--- config.mk ---
export PLATFORM = sky130hd
export DESIGN_NAME = asmf_cell_pe
export DESIGN_NICKNAME = d
export VERILOG_FILES = /design/src/rtl/asmf_pkg.sv /design/src/rtl/asmf_cell_pe.sv
export SDC_FILE = /design/constraint.sdc
export NUM_CORES = 1
export LEC_CHECK = 0
export ABC_AREA = 1
export BUFFER_PORTS_ARGS = -buffer_cell sky130_fd_sc_hd__buf_2
export CAP_MARGIN = 20
export CELL_PAD_IN_SITES_DETAIL_PLACEMENT = 0
export CELL_PAD_IN_SITES_GLOBAL_PLACEMENT = 2
export CORE_MARGIN = 2
export CORE_UTILIZATION = 34
export DETAILED_ROUTE_END_ITERATION = 10
export PLACE_DENSITY = 0.86
export SYNTH_ARGS = -nofsm -noshare
export SYNTH_HDL_FRONTEND = slang
export SYNTH_SLANG_ARGS = --single-unit
export TNS_END_PERCENT = 20
--- constraint.sdc ---
create_clock -name clk -period 16 [get_ports clk]
set_input_delay 2.4 -clock clk [delete_from_list [all_inputs] [get_ports clk]]
set_output_delay 2.4 -clock clk [all_outputs]
set_load 0.01 [all_outputs]
--- src/rtl/asmf_pkg.sv ---
// Shared types and constants for the alignment score matrix fill unit.
`timescale 1ns / 1ps

package asmf_pkg;

    localparam int MAX_COLS_DEF   = 1024;
    localparam int SCORE_BITS_DEF = 24;
    localparam int PEN_W          = 16;
    localparam int SUB_W          = 16;
    localparam int COLS_CFG_W     = 11;
    localparam int CFG_IDX_W      = 2;
    localparam int CFG_DATA_W     = 16;
    localparam logic [COLS_CFG_W-1:0] COLS_RESET = 11'd1024;

    typedef enum logic [1:0] {
        DIR_DIAG  = 2'd0,
        DIR_NORTH = 2'd1,
        DIR_WEST  = 2'd2
    } dir_t;

    typedef enum logic [CFG_IDX_W-1:0] {
        REG_GAP_OPEN    = 2'd0,
        REG_GAP_EXTEND  = 2'd1,
        REG_GLOBAL_MODE = 2'd2,
        REG_COLS_IN_USE = 2'd3
    } cfg_reg_t;

    typedef struct packed {
        logic [PEN_W-1:0]      gap_open;
        logic [PEN_W-1:0]      gap_extend;
        logic                  global_mode;
        logic [COLS_CFG_W-1:0] cols_in_use;
    } cfg_t;

endpackage

--- src/rtl/asmf_cell_pe.sv ---
// Cell processing element: row state registers and the score recurrence for one cell.
`timescale 1ns / 1ps

module asmf_cell_pe
    import asmf_pkg::*;
#(
    parameter int MAX_COLS   = MAX_COLS_DEF,
    parameter int SCORE_BITS = SCORE_BITS_DEF
)
(
    input  logic                                clk,
    input  logic                                rst_n,
    input  cfg_t                                cfg,
    input  logic                                fire,
    input  logic                                restart,
    input  logic signed [SUB_W-1:0]             sub_score,
    input  logic signed [SCORE_BITS-1:0]        up_score_mem,
    input  dir_t                                up_dir_mem,
    input  logic signed [SCORE_BITS-1:0]        border_pre,
    output logic signed [SCORE_BITS-1:0]        best,
    output dir_t                                dec,
    output logic                                last,
    output logic [$clog2(MAX_COLS)-1:0]         col,
    output logic [$clog2(MAX_COLS)-1:0]         col_after
);

    localparam int SW    = SCORE_BITS;
    localparam int EW    = SCORE_BITS + 2;
    localparam int IDX_W = $clog2(MAX_COLS);
    localparam int CNT_W = $clog2(MAX_COLS + 1);
    localparam int NW    = (CNT_W > COLS_CFG_W) ? CNT_W : COLS_CFG_W;

    logic [IDX_W-1:0]     col_reg, col_next;
    logic                 first_row_reg, first_row_next;
    logic signed [SW-1:0] diag_reg, diag_next;
    logic signed [SW-1:0] left_reg, left_next;
    dir_t                 ldir_reg, ldir_next;
    logic signed [SW-1:0] row_border_reg, row_border_next;

    logic [NW-1:0]        ncols;
    logic                 first_row;
    logic signed [SW-1:0] diag, left, rb, rb_step, up, n_cand, d_cand, w_cand, floor_v;
    dir_t                 ldir, up_dir;
    logic signed [EW-1:0] ext_e, opn_e;

    function automatic logic signed [SW-1:0] sat_f(input logic signed [EW-1:0] v);
        logic signed [SW-1:0] r;
        if ((v[EW-1:SW-1] == '0) || (v[EW-1:SW-1] == '1))
        begin
            r = v[SW-1:0];
        end
        else if (v[EW-1])
        begin
            r = {1'b1, {(SW-1){1'b0}}};
        end
        else
        begin
            r = {1'b0, {(SW-1){1'b1}}};
        end
        return r;
    endfunction

    function automatic logic signed [EW-1:0] ext_f(input logic signed [SW-1:0] v);
        return {{(EW-SW){v[SW-1]}}, v};
    endfunction

    always_comb
    begin
        ext_e = signed'({{(EW-PEN_W){1'b0}}, cfg.gap_extend});
        opn_e = signed'({{(EW-PEN_W){1'b0}}, cfg.gap_open});

        if (cfg.cols_in_use == '0)
        begin
            ncols = NW'(1);
        end
        else if (NW'(cfg.cols_in_use) > NW'(MAX_COLS))
        begin
            ncols = NW'(MAX_COLS);
        end
        else
        begin
            ncols = NW'(cfg.cols_in_use);
        end

        if (restart)
        begin
            col       = '0;
            first_row = 1'b1;
            diag      = '0;
            rb        = cfg.global_mode ? sat_f(-ext_e) : '0;
            left      = rb;
            ldir      = DIR_DIAG;
        end
        else
        begin
            col       = col_reg;
            first_row = first_row_reg;
            diag      = diag_reg;
            rb        = row_border_reg;
            left      = left_reg;
            ldir      = ldir_reg;
        end

        last = ((NW'(col) + NW'(1)) >= ncols);

        if (first_row)
        begin
            up     = cfg.global_mode ? border_pre : '0;
            up_dir = DIR_DIAG;
        end
        else
        begin
            up     = up_score_mem;
            up_dir = up_dir_mem;
        end

        n_cand = sat_f(ext_f(up) - ((up_dir == DIR_NORTH) ? ext_e : opn_e));
        d_cand = sat_f(ext_f(diag) + {{(EW-SUB_W){sub_score[SUB_W-1]}}, sub_score});
        w_cand = sat_f(ext_f(left) - ((ldir == DIR_WEST) ? ext_e : opn_e));

        floor_v = '0;
        if (cfg.global_mode)
        begin
            if (left < floor_v)
            begin
                floor_v = left;
            end
            if (diag < floor_v)
            begin
                floor_v = diag;
            end
            if (up < floor_v)
            begin
                floor_v = up;
            end
        end

        // North, then diagonal, then west; a later candidate wins only when strictly greater.
        best = floor_v;
        dec  = DIR_DIAG;
        if (n_cand > best)
        begin
            best = n_cand;
            dec  = DIR_NORTH;
        end
        if (d_cand > best)
        begin
            best = d_cand;
            dec  = DIR_DIAG;
        end
        if (w_cand > best)
        begin
            best = w_cand;
            dec  = DIR_WEST;
        end

        rb_step = cfg.global_mode ? sat_f(ext_f(rb) - ext_e) : '0;

        if (last)
        begin
            diag_next       = rb;
            row_border_next = rb_step;
            left_next       = rb_step;
            ldir_next       = DIR_DIAG;
            col_next        = '0;
            first_row_next  = 1'b0;
        end
        else
        begin
            diag_next       = up;
            row_border_next = rb;
            left_next       = best;
            ldir_next       = dec;
            col_next        = col + IDX_W'(1);
            first_row_next  = first_row;
        end

        col_after = fire ? col_next : col_reg;
    end

    always_ff @(posedge clk or negedge rst_n)
    begin
        if (!rst_n)
        begin
            col_reg        <= '0;
            first_row_reg  <= 1'b1;
            diag_reg       <= '0;
            left_reg       <= '0;
            ldir_reg       <= DIR_DIAG;
            row_border_reg <= '0;
        end
        else if (fire)
        begin
            col_reg        <= col_next;
            first_row_reg  <= first_row_next;
            diag_reg       <= diag_next;
            left_reg       <= left_next;
            ldir_reg       <= ldir_next;
            row_border_reg <= row_border_next;
        end
    end

endmodule

## Word level (Yosys, flattened, before mapping)

Index checks and enable logic that the tools add are counted.

- Output and inout bits: 47
- Logic and storage cells: 83
- Bits of input ports: 114
- Register bits: 85

- $lt $le $gt $ge: 8
- Reduce and logical (&&, ||, !) cells: 11
- Mux-type cells: 44
- Add/sub/neg operators: 7
- Eq/ne operators: 7

Operators by type and width:

| operator | number |
|---|---|
| two-way mux 24 bit | 29 |
| subtractor 24 x 17 -> 25 bit | 3 |
| > comparator 24 bit | 3 |
| less-than comparator 24 bit | 2 |
| two-way mux 16 bit | 2 |
| two-way mux 10 bit | 3 |
| negator 16 -> 26 bit | 1 |
| adder 24 x 16 -> 25 bit | 1 |
| less-than comparator 24 x 1 -> 1 bit (second input constant) | 1 |
| two-way mux 11 bit | 2 |
| == test 3 bit (second input constant) | 5 |
| logical NOT 3 bit | 5 |
| adder 10 x 1 -> 11 bit (second input constant) | 1 |
| greater-or-equal comparator 11 bit | 1 |
| > comparator 11 bit (second input constant) | 1 |
| logical NOT 11 bit | 1 |
| adder 10 x 1 -> 10 bit (second input constant) | 1 |
| two-way mux 2 bit | 5 |
| logical OR 1 bit | 5 |
| two-way mux 1 bit | 3 |
| == test 2 x 1 -> 1 bit (second input constant) | 1 |
| == test 2 bit (second input constant) | 1 |

## Logic depth before layout (Yosys ltp)

- Word-level depth: 22
- Gate-level depth with buffers: 82
- Mapped depth without buffers: 79

## Least setup slack after synthesis

OpenSTA, ideal clock, no wires.

- Path kind: input-to-output
- Start point: input restart
- End point: output best[14]
- Required time: 13.600 ns
- Path buffers: 8
- Arrival time: 12.803 ns
- Cell stages on the path: 67
- Slack: 0.797 ns
- Cell sequence: buf_6 -> nor2_1 -> clkbuf_1 -> clkbuf_1 -> nand3b_1 -> clkbuf_1 -> nand2_1 -> o21ai_0 -> ha_1 -> nand2_1 -> o21ai_0 -> nor2_1 -> o21ai_0 -> nand4_1 -> o211ai_1 -> a21o_1 -> a21oi_1 -> nor3b_1 -> [31 not listed] -> o211a_1 -> or2_2 -> o211ai_1 -> buf_2 -> nand3_2 -> and2_1 -> ha_1 -> a21oi_1 -> nor2_1 -> a211oi_1 -> o211ai_1 -> nand2_1 -> o2111ai_1 -> xnor2_1 -> nand2_1 -> clkbuf_1 -> or2_2 -> and2_1

- Word-level cells in the longest chain between the ends: 16
- Elaborated cells on any way between the ends: 43
- Classes of those cells: add/sub: 3; order compare: 6; eq/ne: 5; mux: 23; reduce/logical: 6

Ends and longest elaborated chain:

| item | line | source |
|---|---|---|
| from (decl) | asmf_cell_pe.sv:15 | `input logic restart,` |
| two-way mux 24 bit | asmf_cell_pe.sv:85 | `if (restart)` |
| less-than comparator 24 x 1 -> 1 bit | asmf_cell_pe.sv:124 | `if (left < floor_v)` |
| two-way mux 24 bit | asmf_cell_pe.sv:124 |  |
| two-way mux 24 bit | asmf_cell_pe.sv:122 | `if (cfg.global_mode)` |
| less-than comparator 24 bit | asmf_cell_pe.sv:128 | `if (diag < floor_v)` |
| two-way mux 24 bit | asmf_cell_pe.sv:128 |  |
| two-way mux 24 bit | asmf_cell_pe.sv:122 |  |
| less-than comparator 24 bit | asmf_cell_pe.sv:132 | `if (up < floor_v)` |
| two-way mux 24 bit | asmf_cell_pe.sv:132 |  |
| two-way mux 24 bit | asmf_cell_pe.sv:122 |  |
| > comparator 24 bit | asmf_cell_pe.sv:141 | `if (n_cand > best)` |
| two-way mux 24 bit | asmf_cell_pe.sv:141 |  |
| > comparator 24 bit | asmf_cell_pe.sv:146 | `if (d_cand > best)` |
| two-way mux 24 bit | asmf_cell_pe.sv:146 |  |
| > comparator 24 bit | asmf_cell_pe.sv:151 | `if (w_cand > best)` |
| two-way mux 24 bit (*) | asmf_cell_pe.sv:151 |  |
| to (decl) | asmf_cell_pe.sv:20 | `output logic signed [SCORE_BITS-1:0] best,` |

Every way passes the cells marked *; elsewhere a longest branch is shown, timed or not. The select of a mux whose other input is x is not followed.

## Worst setup path in the final report

- Start point: input cfg[19] (netlist bit)
- End point: output best[11]

- Word-level cells in the longest chain between the ends: 21
- Elaborated cells on any way between the ends: 37
- Classes of those cells: add/sub: 3; order compare: 6; eq/ne: 3; mux: 19; reduce/logical: 6

Ends and longest elaborated chain:

| item | line | source |
|---|---|---|
| from (decl) | asmf_cell_pe.sv:13 | `input cfg_t cfg,` |
| negator 16 -> 26 bit | asmf_cell_pe.sv:90 | `rb = cfg.global_mode ? sat_f(-ext_e) : '0;` |
| == test 3 bit or logical NOT 3 bit (tied branches) | asmf_cell_pe.sv:48 | `if ((v[EW-1:SW-1] == '0) \|\| (v[EW-1:SW-1] == '1))` |
| logical OR 1 bit | asmf_cell_pe.sv:48 |  |
| two-way mux 24 bit | asmf_cell_pe.sv:48 |  |
| two-way mux 24 bit | asmf_cell_pe.sv:90 |  |
| two-way mux 24 bit | asmf_cell_pe.sv:85 |  |
| less-than comparator 24 x 1 -> 1 bit | asmf_cell_pe.sv:124 |  |
| two-way mux 24 bit | asmf_cell_pe.sv:124 |  |
| [5 not listed] | - |  |
| two-way mux 24 bit | asmf_cell_pe.sv:132 |  |
| two-way mux 24 bit | asmf_cell_pe.sv:122 |  |
| > comparator 24 bit | asmf_cell_pe.sv:141 |  |
| two-way mux 24 bit | asmf_cell_pe.sv:141 |  |
| > comparator 24 bit | asmf_cell_pe.sv:146 |  |
| two-way mux 24 bit | asmf_cell_pe.sv:146 |  |
| > comparator 24 bit | asmf_cell_pe.sv:151 |  |
| two-way mux 24 bit (*) | asmf_cell_pe.sv:151 |  |

Marked as above.

==> metrics <==
largest family of logic cells by synthesized area simple AND/OR/NAND/NOR gates; status finished, final reports clean; CTS tree yes; Worst R2R End left_reg[8]; post-synthesis compound-gate area fraction 0.199; Starting DRT DRC Count 1774; post-synthesis simple-gate area fraction 0.348; clk root buf clkbuf_16; Hold Crit Start ldir_reg[1]; highest-count cells in the layout ignoring fill and taps 465 x nand2_1, 318 x buf_4, 274 x inv_1; mux contribution to synthesized area 0; ys flop type dfrtp_1; GP Congestion 1.06; Num CTS Buffers 9; largest cells by area after synthesis ha_1 17%, dfrtp_1 14%, nand2_1 12%; drt total wl 74.4 mm; slowest stage delay, CP about 0.32 ns; post-layout util 0.480; CP dominant cell by count nand2_2; vias in the first global route ~18000; Post-Syn Area per Cell 6.43 sq um; Routed Antenna Nets 0; post-synth top area share 0.169; relative slew slack 0.362; max-slew violation total from the final report 0; Slowest-stage cell, CP nor2_4; post-DR vias/cell between 5 and 6; crit path kind in -> out; Synth Area in XOR/XNOR 0.0266; fin worst setup slack between 0.09 and 0.1 ns; endpoint type of the worst setup path output port; DR pass1 iterations 7; Clock Pin Slew Worst Setup and Hold Paths about 0.07 ns; core box area 45100 sq um; Syn Nets 2733; final period utilization 0.994; Worst Skew 0.00878 ns; Final min period roughly 16 ns; final-stage net count 3176; Post-synth ARST share 1.00; Synthesis Warnings 0; antenna violations before repair 2; final setup fails 0; area grow syn2layout 40.1%; Worst EP arrival 13.50 ns; #FFs+latches synth 85; RSZ-0062 raised after global routing true; Place WS -0.665 ns; hold-critical path depth 2; EDFF count, synth 0; WP data required 13.60 ns; CP top delay family simple AND/OR/NAND/NOR gates; R2R setup slack 4.47 ns; post-synthesis sequential area ratio 0.138; Die Width 217 um; final hold viol count 0; latest clock arrival within the worst-skew pair around 0.36 ns; gr usage total 0.296; Die ar. 47200 sq um; Core Rows 78; Overflow after GRT 0; Max Cap Viol 0; share of layout cells above drive strength 1 0.343; r2r worst-path depth 64; CP Max Fanout 10; clock buffer depth 2; I/O Pins roughly 160; Starting Density 0.343; Worst Path Buf+Inv 19; H-tree depth 3; largest net degree at the start of global routing 78; # clock sinks 85; Synth Area in Adders 0.174; worst-margin pin slew 0.951 ns; PortBufs 160; Max Fclk 0.0629 GHz; Final HPWL DP between 50 and 60 mm; first-pass GRT wire length 106 mm; Hold Path Sink ldir_reg[1]; Post-route DRC 0; most common cell after layout, fill and taps aside nand2_1; area leader, netlist ha_1; CP Launch Type input port; post-synthesis cell count 2406; die height approximately 220 um; Synth Cell Area 15500 sq um; Netlist cell types just under 60; number of diodes 0; hold crit path type reg -> reg; RR Startpoint first_row_reg; via count 18900; Wirelength per Cell 21.5 um
per-stage QoR:
step                TNS, ns  cells  area (sq um)  hold WS, ns
detailed placement   -15.75   3338         18500        0.474
global placement      -7.43   3338         18500        0.470
floorplan                 0   2406         15500        0.454
finish                    0   3453         21700        0.491
global route          -9.72   3453         21700        0.530
CTS                       0   3403         19700        0.491
kinds of logic (layout without fill, tap and decap cells):
logic type,Yosys count,after routing
AO/OA/AOI/OAI,531,531
XOR/XNOR,47,47
adder cells (fa/ha/maj),213,213
buffers and inverters,422,865
flip-flops,85,85
AND/OR/NAND/NOR,1108,1112
tightest hold or removal path, cell delays in order, from the launching register on:
cell and delay (ns):
dfrtp_1 0.35, nand2_1 0.05, o21ai_0 0.06
per-layer routing:
metal | GRT usage | part of all wire | wire length, um | up-vias
met5 | 0 | 0.00016 | 12 | -
met4 | 0.166 | 0.063 | 4690 | 2
met3 | 0.0439 | 0.065 | 4820 | 226
met2 | 0.479 | 0.45 | 33600 | 788
met1 | 0.376 | 0.42 | 31200 | 8899
li1 | - | - | - | 8980
synth_stat cells (12+ instances only):
cell / instances
or2_1: 17
nand4_1: 26
inv_2: 32
xor2_1: 35
or2_2: 39
nand3_1: 157
nand3_2: 69
nor4_1: 12
a31oi_1: 30
o211ai_1: 32
xnor2_1: 12
nand2_2: 30
buf_4: 12
ha_1: 209
nor2_1: 151
nor3_1: 15
and2_1: 48
buf_6: 16
dfrtp_1: 84
nand2_1: 513
a21oi_1: 178
a21boi_0: 18
inv_1: 292
o21a_1: 14
o221ai_1: 13
clkbuf_1: 49
o21ai_0: 182
layout make-up:
cell class              instances  area [sq um]
clock buffers                   9           225
clock inverters                 6          71.3
fillers                      4606         23400
inverters                     331          1290
multi-input cells            1903         13200
flip-flops and latches         85          2130
well taps                     600           751
repair buffers                513          3970
repair inverters                6          60.1
worst max path at each step:
stage,start,to,slack (ns),cells after the start
detailed placement,cfg[12],best[22],-0.67,72
CTS,cfg[12],best[20],0.001,79
floorplan,restart,best[14],0.80,67
finish,cfg[19],best[11],0.1,76
global placement,cfg[12],best[2],-0.35,74
global route,cfg[19],best[10],-0.42,77
timing repair:
item,in CTS,in global routing
setup buffers,41,40
resized for setup,91,347
pin swaps,36,134
cloned,9,10
endpoints found under the setup margin,26,26
hold buffers,0,0
Power is not shown: default switching activity piles up to over one toggle a cycle in this logic, so the estimate is an artifact.
